--- src/rtl/core/bb3_pkg.sv ---
// ----------------------------------------------------------------------------
// bb3_pkg: shared types and constants of the 3x3 RGB box blur
// Channel layout, configuration register indexes, command codes, size
// limits and the divide-by-nine helper.
// ----------------------------------------------------------------------------
package bb3_pkg;

  // Size limits and register widths
  localparam int unsigned MAX_WIDTH_DEF = 1024;
  localparam int unsigned MIN_DIM       = 3;
  localparam int unsigned FW_W          = 11;
  localparam int unsigned FH_W          = 12;
  localparam int unsigned CFG_DATA_W    = 12;
  localparam int unsigned CFG_IDX_W     = 1;
  localparam int unsigned PIX_W         = 32;
  localparam int unsigned CH_W          = 8;
  localparam int unsigned SUM_W         = 12;

  localparam logic [FW_W-1:0] FRAME_WIDTH_RST  = FW_W'(640);
  localparam logic [FH_W-1:0] FRAME_HEIGHT_RST = FH_W'(480);

  // Configuration register indexes
  localparam logic [CFG_IDX_W-1:0] CFG_FRAME_WIDTH  = 1'b0;
  localparam logic [CFG_IDX_W-1:0] CFG_FRAME_HEIGHT = 1'b1;

  // Input commands
  localparam logic CMD_PIXEL = 1'b0;
  localparam logic CMD_FLUSH = 1'b1;

  localparam logic [CH_W-1:0] ALPHA_OPAQUE = 8'hFF;

  // x/9 == (x*3641) >> 15 for every x up to 9*255 = 2295
  localparam int unsigned DIV9_MUL   = 3641;
  localparam int unsigned DIV9_SHIFT = 15;

  typedef struct packed {
    logic [CH_W-1:0] r;
    logic [CH_W-1:0] g;
    logic [CH_W-1:0] b;
  } rgb_t;

  // One window column: index 0 top, 1 middle, 2 bottom
  typedef rgb_t [2:0] win_col_t;

  typedef struct packed {
    logic [SUM_W-1:0] r;
    logic [SUM_W-1:0] g;
    logic [SUM_W-1:0] b;
  } rgb_sum_t;

  // Per-word control from the sequencer to the window datapath
  typedef struct packed {
    logic emit;     // word produces a result
    logic col0_en;  // left window column is inside the frame
    logic col2_en;  // right window column is inside the frame
    logic top_en;   // top window row is inside the frame
    logic bot_en;   // bottom window row is inside the frame
    logic eof;      // result is the last of the frame
    logic pix_en;   // word carries a real pixel
  } seq_ctl_t;

  function automatic logic [CH_W-1:0] div9(input logic [SUM_W-1:0] s);
    logic [2*SUM_W-1:0] p;
    p = (2*SUM_W)'(s) * (2*SUM_W)'(DIV9_MUL);
    return p[DIV9_SHIFT +: CH_W];
  endfunction

endpackage

--- src/rtl/core/bb3_seq.sv ---
// ----------------------------------------------------------------------------
// bb3_seq: column/row sequencer of the box blur
// Tracks the raster position of each accepted word, folds the counters
// back into the frame after a size change, and decides per word whether a
// result is due and which window rows and columns lie inside the frame.
// ----------------------------------------------------------------------------
module bb3_seq #(
  parameter int unsigned MAX_WIDTH = bb3_pkg::MAX_WIDTH_DEF
) (
  input  logic                         clk,
  input  logic                         rst_n,
  input  logic                         advance,
  input  logic [bb3_pkg::FW_W-1:0]     frame_width,
  input  logic [bb3_pkg::FH_W-1:0]     frame_height,
  input  logic                         command,
  output bb3_pkg::seq_ctl_t            ctl,
  output logic [$clog2(MAX_WIDTH)-1:0] col_addr
);
  import bb3_pkg::*;

  localparam int unsigned CW  = $clog2(MAX_WIDTH);
  localparam int unsigned MWW = $clog2(MAX_WIDTH + 1);
  localparam int unsigned WXW = (MWW > FW_W) ? MWW : FW_W;
  localparam int unsigned RW  = FH_W + 1;

  logic [CW-1:0]   col_r, col_nxt;
  logic [RW-1:0]   row_r, row_nxt;
  logic [WXW-1:0]  fw_ext, w_eff, c_inc;
  logic [FH_W-1:0] h_eff;
  logic [RW-1:0]   h_x, hp1, hp2;
  logic [CW-1:0]   c_n;
  logic [RW-1:0]   r_n;
  logic            emit_a, emit_b;

  always_comb begin
    fw_ext = WXW'(frame_width);
    if (fw_ext > WXW'(MAX_WIDTH)) begin
      w_eff = WXW'(MAX_WIDTH);
    end else if (fw_ext < WXW'(MIN_DIM)) begin
      w_eff = WXW'(MIN_DIM);
    end else begin
      w_eff = fw_ext;
    end
    h_eff = (frame_height < FH_W'(MIN_DIM)) ? FH_W'(MIN_DIM) : frame_height;
    h_x   = RW'(h_eff);
    hp1   = h_x + RW'(1);
    hp2   = h_x + RW'(2);

    // fold a stale position back into the frame
    c_n = col_r;
    r_n = row_r;
    if (WXW'(col_r) >= w_eff) begin
      c_n = '0;
      r_n = row_r + RW'(1);
    end
    if (r_n > hp1) begin
      c_n = '0;
      r_n = '0;
    end

    // column 0 finishes the last pixel two rows up; others the one before
    emit_a = (c_n == '0) && (r_n >= RW'(2)) && (r_n < hp2);
    emit_b = (c_n != '0) && (r_n >= RW'(1)) && (r_n < hp1);

    ctl.emit    = emit_a || emit_b;
    ctl.col0_en = emit_a || (c_n >= CW'(2));
    ctl.col2_en = !emit_a;
    ctl.top_en  = emit_a ? (r_n >= RW'(3)) : (r_n >= RW'(2));
    ctl.bot_en  = emit_a ? (r_n < hp1) : (r_n < h_x);
    ctl.eof     = emit_a && (r_n == hp1);
    ctl.pix_en  = (command == CMD_PIXEL) && (r_n < h_x);
    col_addr    = c_n;

    c_inc = WXW'(c_n) + WXW'(1);
    if (ctl.eof) begin
      col_nxt = '0;
      row_nxt = '0;
    end else if (c_inc >= w_eff) begin
      col_nxt = '0;
      row_nxt = r_n + RW'(1);
    end else begin
      col_nxt = c_inc[CW-1:0];
      row_nxt = r_n;
    end
    if (row_nxt > hp1) begin
      col_nxt = '0;
      row_nxt = '0;
    end
  end

  always_ff @(posedge clk) begin
    if (!rst_n) begin
      col_r <= '0;
      row_r <= '0;
    end else if (advance) begin
      col_r <= col_nxt;
      row_r <= row_nxt;
    end
  end

  a_eof_restarts: assert property (@(posedge clk) disable iff (!rst_n)
    advance && ctl.eof |=> col_r == '0 && row_r == '0)
    else $error("frame did not restart after end of frame");

  a_col_in_store: assert property (@(posedge clk) disable iff (!rst_n)
    WXW'(col_r) < WXW'(MAX_WIDTH))
    else $error("column counter beyond line store depth");

  a_one_result: assert property (@(posedge clk) disable iff (!rst_n)
    !(emit_a && emit_b))
    else $error("two results due for one word");

endmodule

--- config.mk ---
export PLATFORM = sky130hd
export DESIGN_NAME = bb3_seq
export DESIGN_NICKNAME = d
export VERILOG_FILES = /design/src/rtl/core/bb3_pkg.sv /design/src/rtl/core/bb3_seq.sv
export SDC_FILE = /design/constraint.sdc
export NUM_CORES = 1
export LEC_CHECK = 0
export BUFFER_PORTS_ARGS = -buffer_cell sky130_fd_sc_hd__buf_2
export CORE_MARGIN = 4
export CORE_UTILIZATION = 65
export DETAILED_ROUTE_END_ITERATION = 7
export PLACE_DENSITY_LB_ADDON = 0.3
export SLEW_MARGIN = 15
export SYNTH_ARGS = -nofsm -noshare
export SYNTH_HDL_FRONTEND = slang
export SYNTH_SLANG_ARGS = --single-unit
--- constraint.sdc ---
create_clock -name clk -period 19.8 [get_ports clk]
set_input_delay 2.97 -clock clk [delete_from_list [all_inputs] [get_ports clk]]
set_output_delay 2.97 -clock clk [all_outputs]
set_load 0.03 [all_outputs]
==> qor.csv, run 1 <==
metric,value,unit
outcome,"complete, no violations",
dieArea,8860,µm²
grt_pass1_vias,5059,
die_x,94.13,µm
synth_common_cells,"ha_1, nor2_1, nand2_1, inv_1, nand3_1",
end_kind,output pin,
period_needed,13.87,ns
worstPathMaxFanout,22,
hold_viol_final,0,
yosysMostFrequentCell,ha_1,
track_usage,34.37,%
die_height,94.13,µm
clock_path_buffers,2,
syn_area,4822,µm²
drt_iter0_drc,581,
dr.pass1.iters,5,
cts_hold_buf,0,
relSlewSlack,22.33,%
final_nets,796,
synth_xor_area_share,8.329,%
path_clk_slew,0.08,ns
num_rows,31,
worst_pin_slew,1.161,ns
cts_buffers,3,
drc_errors,0,
ys_seq_elements,23,
netlist_instances,652,
ys_top_cells_by_area,"ha_1, dfxtp_1, xnor2_1, nor2_1, nand2_1",
muxShareOfSynthArea,0.9341,%
synth_top_area_cell,ha_1,
synth_fa_ha_area_share,24.13,%
postLayoutCellArea,5095,µm²
port_buffers,43,
layout_setup_ws,5.933,ns
worstSetupPathType,in2out,
num_antenna_cells,0,
hp-class,reg2reg,
grt_overflow,0,
cts-resized-gates,0,
post_cts_buffers,0,
initial_utilization,66.84,%
grt_max_degree,23,
required,16.83,ns
ys_seq_area_share,9.549,%
p_per_area,64.76,nW/µm²
io_pins,44,
area_growth,5.657,%
cts.sinks,23,
pre_cts_ws,6.130,ns
wl_met3,1157,µm
htreeDepth,1,
antenna_found_initial,0,
clockRootBuffer,clkbuf_8,
synth_ff_type,dfxtp_1,
worstPathArrival,10.90,ns
avgViaCountPerCell,6.836,
synth-compound-area-share,23.64,%
totalWireLength,14970,µm
drtAntennaViolNets,0,
crit_path_start_kind,primary input,
clk_latency,0.27,ns
synth_top_area_share,24.13,%
power,0.3300,mW
finalSetupViolCount,0,
slew_viol_final,0,
yosysUniqueCellTypes,71,
p_leak,2.411,nW
synth_top_family_by_area,simple AND/OR/NAND/NOR gates,
place.gp.congestion,1.046,
vias,5291,
hold_slack,0.5728,ns
m1WireLength,5957,µm
core,7214,µm²
rsz0062_at_grt,false,
async_flop_share,0,%
routed.top_layer,met4,
max_clock_freq,72.11,MHz
cts_tree,yes,
syn-mean-instance-area,7.396,µm²
cap_violations,0,
dp_hpwl,12300,µm
synthSimpleGateAreaFrac,27.74,%
wl_per_cell,19.34,µm
finalSetupTns,0,ns
grt_pass1_wl,24670,µm
skew,0.006589,ns
dpl_cell_area,5049,µm²
peakVddDrop,0.05681,mV
synthesis.nets,772,
fill_cells,646,
wl_met2,7136,µm
fin_crit_sh,70.04,%
synth_edf_count,0,
ys_warn_count,0,
drive_gt1_share,10.22,%
-- stage by stage --
| stage | util [%] | std cells |
|---|---|---|
| 3_3_place_gp | 69.98 | 770 |
| 4_1_cts | 70.62 | 774 |
| 3_5_place_dp | 69.98 | 770 |
| 2_1_floorplan | - | 652 |
| 5_1_grt | 70.62 | 774 |
| 6_report | 70.62 | 774 |
-- power by group --
part | switching (mW) | internal, mW
logic | 0.161 | 0.0844
clock network | 0.0158 | 0.0141
registers | 0.00616 | 0.0488
-- kinds of logic (layout without fill, tap and decap cells) --
logic type	Yosys count	in the layout
mux	4	4
buf+inv	66	89
xor+xnor	45	45
fa+ha+maj	93	93
flops	23	23
compound gates	153	153
simple gates	268	268
-- cell usage in the layout, fill, tap and decap left out, types with 15 or more instances in the layout --
cell type  instances
a21oi_1           28
nor2_1            59
dfxtp_1           23
inv_1             39
buf_2             43
a211oi_1          15
nand2_1           58
o21ai_0           23
ha_1              93
xor2_1            17
nor3_1            25
xnor2_1           27
nand3_1           36
nor4_1            15
-- layer usage --
layer	track usage [%]	vias to the layer above
met3	3.686	64
met5	0	-
li1	-	2467
met4	16.61	0
met1	42.00	2467
met2	59.55	293
-- path summary, 6_finish.rpt --
kind                                             start                endpoint  slack, ns  cells after the start
worst max-delay path                   frame_width[10]                  ctl[1]       5.93                     28
worst min-delay path            row_r[12]$_SDFFE_PN0P_  row_r[12]$_SDFFE_PN0P_       0.57                      2
worst max register to register   col_r[8]$_SDFFE_PN0P_   col_r[9]$_SDFFE_PN0P_       9.25                     38
worst min register to register  row_r[12]$_SDFFE_PN0P_  row_r[12]$_SDFFE_PN0P_       0.57                      2
-- layout make-up --
| cell class | instances | area (µm²) | area share (%) |
|---|---|---|---|
| clock inverters | 1 | 5.005 | 0.09823 |
| well taps | 99 | 123.9 | 2.431 |
| inverters | 41 | 153.9 | 3.021 |
| repair buffers | 44 | 222.7 | 4.371 |
| multi-input cells | 563 | 4088 | 80.23 |
| flip-flops and latches | 23 | 460.4 | 9.037 |
| clock buffers | 3 | 41.29 | 0.8104 |
-- registers in the layout (all words and copies together), names as in the netlist --
signal,cells
row_r,13
col_r,10
-- critical path: stages --
cell       delay, ns
buf_2           0.15
inv_1           0.24
nand2_1         0.14
ha_1            0.33
a211oi_1        0.83
nor2_1          0.34
a21oi_1         0.70
nor3_1          0.19
xnor2_1         0.26
inv_1           0.12
ha_1            0.34
a211oi_1        0.32
o211ai_1        0.14
a221oi_1        0.37
a2111o_1        0.45
nand2_1         0.18
inv_1           0.19
ha_1            0.27
nor2b_1         0.14
o21a_1          0.16
o21a_1          0.15
o21ai_0         0.16
a2111oi_0       0.12
a2111oi_0       0.36
and3_1          0.30
o211ai_2        0.39
inv_2           0.32
buf_2           0.24
(Power assumes the default switching activity.)
==> inputs of run 2 (changes only) <==
- CORE_UTILIZATION: 65 -> 56
- clock period: 19.8 -> 12 ns (I/O delays scaled with it)
==> qor.csv, run 2 (same netlist as run 1, synthesis figures left out) <==
metric,value,unit
p_leak,2.457,nW
top_regs,"row_r x13, col_r x10",
htreeDepth,1,
hold_viol_final,0,
required,12.20,ns
dpl_cell_area,5131,µm²
drt_iter0_drc,400,
grt_max_degree,23,
hold_path_end,col_r[1]$_SDFFE_PN0P_,
clock_path_buffers,2,
cpPeakStageDelay,0.65,ns
slew_viol_final,0,
cap_violations,0,
p_per_area,105.7,nW/µm²
area_growth,7.421,%
cts_tree,yes,
num_rows,33,
hold_depth,2,
outcome,"complete, no violations",
rr_worst_depth,35,
min_from,col_r[1]$_SDFFE_PN0P_,
skew,0.003158,ns
grt_overflow,0,
place.gp.congestion,0.9811,
hp-class,reg2reg,
reg2reg_to,row_r[9]$_SDFFE_PN0P_,
drtAntennaViolNets,0,
peakVddDrop,0.1652,mV
num_antenna_cells,0,
clockRootBuffer,clkbuf_8,
drc_errors,0,
grt_pass1_vias,5027,
core,8299,µm²
max_clock_freq,87.41,MHz
path_clk_slew,0.08,ns
worst_pin_slew,1.189,ns
track_usage,29.96,%
drive_gt1_share,11.68,%
rsz0062_at_grt,false,
wl_per_cell,18.82,µm
vias,5262,
crit_path_start_kind,primary input,
worstSetupPathType,in2reg,
timing.rr.start,col_r[0]$_SDFFE_PN0P_,
port_buffers,43,
final_nets,806,
die_height,100.8,µm
totalWireLength,14870,µm
dp_hpwl,12210,µm
hold_slack,0.5942,ns
avgViaCountPerCell,6.661,
mostFrequentLayoutCells,"ha_1, nor2_1, nand2_1",
dr.pass1.iters,5,
relSlewSlack,20.43,%
crit_path_frequent_cell,ha_1,
cts.sinks,23,
worstPathMaxFanout,22,
finalSetupTns,0,ns
final_common_cell,ha_1,
fin_crit_sh,95.33,%
r2r_slack,2.27,ns
antenna_found_initial,0,
postLayoutCellArea,5180,µm²
io_pins,44,
worstPathArrival,11.64,ns
initial_utilization,58.10,%
cts_buffers,3,
finalSetupViolCount,0,
grt_pass1_wl,25030,µm
die_x,100.8,µm
period_needed,11.44,ns
clk_latency,0.26,ns
dieArea,10160,µm²
largest_reg_flops,13,
post_cts_buffers,0,
end_kind,flip-flop,
worst_path_max_delay_cell,a2111oi_0,
regMostFlops,row_r,
## run 2: cell types whose count changed in the layout (fill, tap and decap cells not counted), sizes merged
| cell | delta |
|---|---|
| buf | +10 |
## run 2: how the worst max path moves through the flow
stage	to	startpoint	slack (ns)
floorplan	col_r[9]$_SDFFE_PN0P_	frame_width[10]	1.90
global placement	col_r[9]$_SDFFE_PN0P_	frame_width[8]	0.66
detailed placement	col_r[9]$_SDFFE_PN0P_	frame_width[8]	0.47
CTS	col_r[9]$_SDFFE_PN0P_	frame_width[8]	0.71
global route	row_r[9]$_SDFFE_PN0P_	frame_width[8]	0.008
finish	row_r[9]$_SDFFE_PN0P_	frame_width[8]	0.56
## run 2: through the flow
stage                     utilization, %  power, mW  setup slack, ns  std cells
after global placement             61.83     0.4805           0.6585        786
after detailed placement           61.83     0.4888           0.4697        786
after floorplan                        -     0.3728            1.902        652
after CTS                          62.39     0.5383           0.7116        790
final                              62.42     0.5474           0.5600        790
after global routing               62.42     0.5899         0.007536        790
## run 2: cell type report
cell class,instances,area (µm²)
Timing Repair Buffer,54,297.8
Inverter,41,153.9
Clock buffer,3,41.29
Tap cell,105,131.4
Fill cell,713,3119
Clock inverter,1,5.005
Sequential cell,23,460.4
Multi-Input combinational cell,563,4090
## run 2: metal layers
metal | track usage, % | vias to the layer above | share of wire, %
met1 | 44.34 | 2486 | 46
met2 | 46.63 | 262 | 44
met5 | 0 | - | 0
met4 | 5.078 | 0 | 2.0
met3 | 4.014 | 39 | 8.4
li1 | - | 2475 | -
## run 2: critical path, delay by kind of cell
family,cells,cell delay [ns]
AOI/OAI and AO/OA,19,4.95
xor gates and xnor gates,1,0.20
adders and majority gates,4,1.27
buffers and inverters,5,1.00
and+or+nand+nor,9,2.40
## run 2: what timing repair did
action | 4_1_cts | 5_1_grt
hold buffers | 0 | 0
endpoints found under the setup margin | 0 | 7
resized for setup | 0 | 1
## run 2: where the power goes
| part | internal [mW] | leakage (nW) | switching, mW |
|---|---|---|---|
| Combinational | 0.147 | 2.25 | 0.262 |
| Clock | 0.0232 | 0.0255 | 0.0247 |
| Sequential | 0.0806 | 0.186 | 0.0105 |
| Total | 0.250 | 2.46 | 0.297 |
==> inputs of run 3 (changes only) <==
- ABC_AREA: default -> 1
- CORE_UTILIZATION: 56 -> 57
==> qor.csv, run 3 <==
metric,value,unit
antenna_found_initial,0,
cpPeakStageDelay,0.69,ns
drtAntennaViolNets,0,
synth_edf_count,0,
num_rows,34,
cts_tree,yes,
clockRootBuffer,clkbuf_8,
clock_path_buffers,2,
ys_warn_count,0,
synth_top_family_by_area,simple AND/OR/NAND/NOR gates,
critPathTopFamily,simple AND/OR/NAND/NOR gates,
ys_seq_area_share,8.917,%
max_clock_freq,91.33,MHz
crit_path_frequent_cell,nand2_1,
htreeDepth,1,
p_per_area,67.66,nW/µm²
final_common_cell,nand2_1,
track_usage,27.67,%
core,8763,µm²
worstSetupPathType,in2reg,
num_antenna_cells,0,
path_clk_slew,0.08,ns
synth_top_area_cell,ha_1,
required,12.19,ns
ys_seq_elements,23,
vias,5470,
drc_errors,0,
power,0.3684,mW
grt_max_degree,37,
syn_area,5164,µm²
end_kind,flip-flop,
finalSetupTns,0,ns
final_nets,966,
fill_cells,865,
largest_reg_flops,13,
totalWireLength,14400,µm
place.gp.congestion,0.9616,
worst_pin_slew,0.7277,ns
area_growth,5.428,%
synthSimpleGateAreaFrac,39.52,%
post_cts_buffers,0,
period_needed,10.95,ns
hold_viol_final,0,
synth_ff_type,dfxtp_1,
synth_common_cells,"nand2_1, inv_1, ha_1, nand3_1, nor2_1",
ys_top_cells_by_area,"ha_1, nand2_1, dfxtp_1, inv_1, nand3_1",
top_regs,"row_r x13, col_r x10",
cap_violations,0,
layout.cells.non_filler,953,
synthesis.nets,934,
synth_top_area_share,22.53,%
io_pins,44,
dieArea,10650,µm²
outcome,"complete, no violations",
peakVddDrop,0.06283,mV
synth-compound-area-share,10.86,%
hp-class,reg2reg,
rsz0062_at_grt,false,
grt_pass1_vias,5118,
syn-mean-instance-area,6.344,µm²
pre_cts_ws,0.9266,ns
initial_utilization,58.92,%
worstPathMaxFanout,21,
dr.pass1.iters,6,
die_x,103.2,µm
async_flop_share,0,%
yosysMostFrequentCell,nand2_1,
worst_path_max_delay_cell,nand3_2,
drive_gt1_share,13.49,%
skew,0.007201,ns
mostFrequentLayoutCells,"nand2_1, inv_1, ha_1",
cts_buffers,3,
finalSetupViolCount,0,
relSlewSlack,51.43,%
regMostFlops,row_r,
yosysUniqueCellTypes,48,
grt_overflow,0,
cts-resized-gates,0,
avgViaCountPerCell,5.740,
netlist_instances,814,
cts_hold_buf,0,
synth_fa_ha_area_share,22.53,%
wl_per_cell,15.11,µm
hold_slack,0.4834,ns
layout_setup_ws,1.050,ns
slew_viol_final,0,
port_buffers,43,
grt_pass1_wl,23780,µm
drt_iter0_drc,587,
synth_xor_area_share,6.106,%
worstPathArrival,11.14,ns
crit_path_start_kind,primary input,
p_leak,2.951,nW
muxShareOfSynthArea,0.2181,%
dpl_cell_area,5399,µm²
post-route-util,62.12,%
clk_latency,0.26,ns
postLayoutCellArea,5444,µm²
die_height,103.2,µm
dp_hpwl,12380,µm
critPathBufInv,8,
fin_crit_sh,91.25,%
dp.cells,949,
cts.sinks,23,
-- run 3: tightest hold or removal path, stage by stage, from the launching register on --
cell     delay [ns]
dfxtp_1        0.32
nand2_1        0.06
a21oi_1        0.06
-- run 3: logic make-up (layout without fill, tap and decap cells) --
family                     Yosys count  after routing
AOI/OAI and AO/OA                   95             95
xor gates and xnor gates            36             36
adders and majority gates           93             93
buffers and inverters              146            177
DFF                                 23             23
muxes                                1              1
and+or+nand+nor                    420            420
-- run 3: path summary, 6_finish.rpt --
path                    startpoint               endpoint  slack, ns  cells past startpoint
max                 frame_width[4]  col_r[6]$_SDFFE_PN0P_       1.05                     53
min          col_r[0]$_SDFFE_PN0P_  col_r[0]$_SDFFE_PN0P_       0.48                      2
max reg2reg  col_r[5]$_SDFFE_PN0P_  col_r[6]$_SDFFE_PN0P_       3.58                     48
min reg2reg  col_r[0]$_SDFFE_PN0P_  col_r[0]$_SDFFE_PN0P_       0.48                      2
-- run 3: layer usage --
| layer | track usage (%) | vias to the layer above | share of wire, % |
|---|---|---|---|
| met2 | 45.44 | 228 | 44 |
| met3 | 2.146 | 16 | 8.0 |
| met1 | 39.26 | 2468 | 46 |
| li1 | - | 2758 | - |
| met4 | 6.972 | 0 | 1.8 |
| met5 | 0 | - | 0 |
-- run 3: cell type report --
class                      count  area (µm²)  area share, %
timing repair buffer          44       222.7          4.091
clock buffer                   4       45.04         0.8274
sequential                    23       460.4          8.458
multi-input combinational    645        4091          75.16
inverter                     129       489.2          8.986
tap                          108       135.1          2.482
-- run 3: report_power, final --
part           switching (mW)  internal, mW  leakage [nW]
Combinational           0.164        0.0760          2.74
Clock                  0.0237        0.0237        0.0228
Sequential            0.00263        0.0787         0.186
